--- src/sv/shs_ram.sv ---
// ---------------------------------------------------------------------------
// shs_ram: generic single-write, single-read memory
// One write port and one read port, read data registered.
// ---------------------------------------------------------------------------
module shs_ram #(
   parameter int WIDTH = 8,
   parameter int DEPTH = 16,
   localparam int ADDR_W = $clog2(DEPTH)
) (
   input  logic              clock,
   input  logic              wr_en,
   input  logic [ADDR_W-1:0] wr_addr,
   input  logic [WIDTH-1:0]  wr_data,
   input  logic [ADDR_W-1:0] rd_addr,
   output logic [WIDTH-1:0]  rd_data
);

   logic [WIDTH-1:0] mem_ff [DEPTH];
   logic [WIDTH-1:0] rd_data_ff;

   // write port
   always_ff @(posedge clock) begin
      if (wr_en) begin
         mem_ff[wr_addr] <= wr_data;
      end
   end

   // registered read port
   always_ff @(posedge clock) begin
      rd_data_ff <= mem_ff[rd_addr];
   end

   assign rd_data = rd_data_ff;

endmodule

--- config.mk ---
export PLATFORM = sky130hd
export DESIGN_NAME = shs_ram
export DESIGN_NICKNAME = d
export VERILOG_FILES = /design/src/sv/shs_ram.sv
export SDC_FILE = /design/constraint.sdc
export NUM_CORES = 1
export LEC_CHECK = 0
export BUFFER_PORTS_ARGS = -buffer_cell sky130_fd_sc_hd__buf_2
export CAP_MARGIN = 20
export CELL_PAD_IN_SITES_DETAIL_PLACEMENT = 2
export CELL_PAD_IN_SITES_GLOBAL_PLACEMENT = 2
export CORE_MARGIN = 3
export CORE_UTILIZATION = 50
export CTS_BUF_LIST = sky130_fd_sc_hd__clkbuf_4
export CTS_CLUSTER_DIAMETER = 60
export DETAILED_ROUTE_END_ITERATION = 10
export PLACE_DENSITY = 0.79
export SYNTH_ARGS = -nofsm -noshare
export SYNTH_HDL_FRONTEND = slang
export SYNTH_SLANG_ARGS = --single-unit
--- constraint.sdc ---
create_clock -name clock -period 4.4 [get_ports clock]
set_input_delay 0.22 -clock clock [delete_from_list [all_inputs] [get_ports clock]]
set_output_delay 0.22 -clock clock [all_outputs]
set_load 0.02 [all_outputs]
==> flow_summary.ini <==
[finish]
final_core_util_pct = 57.2
drive_above_1_share_pct = 28.6
nNetsFinal = 285
layout-area-overhead-vs-synth_pct = 10.2

[drt]
wirelength_mm = 13.3
drtIter0Drc = 133
antenna_left = 0
wire_per_inst_um = 32.0
drc = 0
dr.pass1.iters = 4
vias_per_cell = 6.05
vias = 2504

[die]
die_h_um = 107
start_util_pct = 51.9
core_area_sq_um = 9910
fp.dieArea_sq_um = 11500
num_rows = 36
die_w_um = 107
ios = 26

[pwr]
p_per_area_nw_per_um2 = 430
peakVddDrop_mv = 0.198
seq_power_share_pct = 59.9
p_clk_share_pct = 34.3
combPwrFrac_pct = 5.8
p_int_uw = 1850
netSwitchingFraction_pct = 24.4
leakage_uw = 0.00186
p_sw_uw = 595

[sta]
period_needed_ns = 1.74
finalClockSkew_ns = 0.0320
hold_viol = 0
finalMaxSlewViolations = 0
max-slew-margin-rel_pct = 29.7
setup-tns-final_ns = 0
worst_slew_pin_slew_ns = 1.05
min_period_over_period_pct = 39.6
rsz0062_at_grt = no
setup_violations = 0
timing.fmax_ghz = 0.574

[cts]
cts_made_buffers = 17
clock_latency_ns = 0.51
clkTransAtPathRegs_ns = 0.13
tritoncts = built
htree_num_levels = 4
cts_resized = 0
cts_setup_buffers = 0
cts-root-buf = clkbuf_4
clock_path_buffers = 2
cts_hold_buf = 0
cts_sinks = 136

[logic_synthesis]
ys_seq_area_share_pct = 77.8
yosysWarningCount = 0
async_reset_ff_share_pct = 0
syn_area_sq_um = 5150
synth_nets = 247
ys_seq_elements = 136
netlist_instances = 229
synthFlopType = edfxtp_1
avgSynthCellArea_sq_um = 22.5
synth-edff-count = 128
yosys.cell_types.count = 19

[global_route]
grt.busiest_layer = met2
grt_pass1_vias = 2764
grt_start_max_net_pins = 33
use_met3_pct = 3.96
use_met2_pct = 38.7
met1_usage_pct = 33.5
antenna_found_initial = 1
grt-ovfl-total = 0
grt_pass1_wl_mm = 18.8
grt_util_all_layers_pct = 24.1

[hold_path]
hold_class = in -> reg

[critical_path]
criticalPathCategory = in -> reg
critPathMaxFanout = 32
worstSetupEndpointType = flip-flop
cp-start-kind = primary input
crit_arrival_ns = 2.13
worst_ep_required_time_ns = 4.79

[placed_design]
dp_hpwl_mm = 7.97
io_buffers = 25
routabilityCongestion = 0.686

[status]
outcome = completed

[job]
maxCapViolations = 0
==> critical path: stages <==
cell and delay, ns:
buf_2 0.78, mux4_1 0.69, a22oi_1 0.30, nand2_1 0.12
==> synthesized netlist by cell type (3+ instances only) <==
cell	n	area, sq um
edfxtp_1	128	3840
mux4_2	18	405
a22oi_1	16	120
mux4_1	14	368
nor2_1	13	48.8
nand2_1	9	33.8
dfxtp_1	8	160
nor3_1	4	20.0
buf_2	3	15.0
buf_6	3	33.8
clkdlybuf4s25_2	3	30.0
==> per-layer routing <==
layer / vias to the layer above / routed length [um]
met1: 1352 / 5700
met4: 0 / 372
met5: - / 0
li1: 1055 / -
met3: 23 / 451
met2: 74 / 6730
==> cell families (layout without fill, tap and decap cells) <==
group | count (synthesis) | after routing | share of synthesized area, %
flops | 136 | 136 | 77.8
simple gates | 35 | 35 | 3.18
mux | 32 | 32 | 15.0
compound gates | 16 | 16 | 2.33
buf+inv | 10 | 61 | 1.68
other cells | 0 | 1 | 0
==> power by group through the flow <==
stage / Combinational (uW) / Sequential [uW] / Clock (uW)
global route: 155 / 1460 / 907
floorplan: 73.5 / 1490 / 0
CTS: 145 / 1460 / 850
finish: 143 / 1460 / 837
detailed placement: 143 / 1490 / 0
global placement: 134 / 1480 / 0
==> sequential cells by signal, summed over array words and instances, names as in the netlist <==
register / count
mem_ff: 128
rd_data: 8
==> layout by cell type (no fill, tap or decap) <==
cell type   instances
and2b_1             1
buf_2              25
clkinv_4            4
mux4_2             18
or3b_2              1
dfxtp_1             8
bufinv_16           2
nor2_1             13
edfxtp_1          128
and2_1              1
nor3_1              4
nand3b_1            2
nor2b_1             1
buf_4               4
diode_2             1
clkinvlp_4          3
nand2b_1            2
mux4_1             14
a22oi_1            16
clkbuf_4           18
clkinv_2            3
nand2_1             9
inv_6               2
nand3_1             1
==> area by class of cell <==
cell class	count	area (sq um)
clock buffer	18	135
antenna	1	2.50
tap	133	166
multi-input combinational	83	1060
sequential	136	4000
clock inverter	14	150
fill	818	4240
timing repair buffer	29	155
==> stage by stage <==
step           setup WS, ns  instances  instance area, sq um  power (uW)  hold slack [ns]
5_1_grt                2.57        414                  5670        2520           0.0419
2_1_floorplan          2.69        229                  5150        1570            0.319
4_1_cts                2.65        413                  5670        2450           0.0606
6_report               2.66        414                  5670        2440           0.0846
3_3_place_gp           2.13        380                  5380        1620            0.604
3_5_place_dp           2.10        381                  5380        1630            0.615
==> final timing paths <==
check	depth (start not counted)	to	slack [ns]	start
worst max-delay path	4	rd_data[1]	2.66	rd_addr[0]
worst min-delay path	1	mem_ff[0][4]	0.08	wr_data[4]
worst min register to register	3	rd_data[3]	0.70	mem_ff[12][3]
worst max register to register	3	rd_data[7]	2.90	mem_ff[11][7]
No activity file was read; power rests on OpenSTA's default activity.
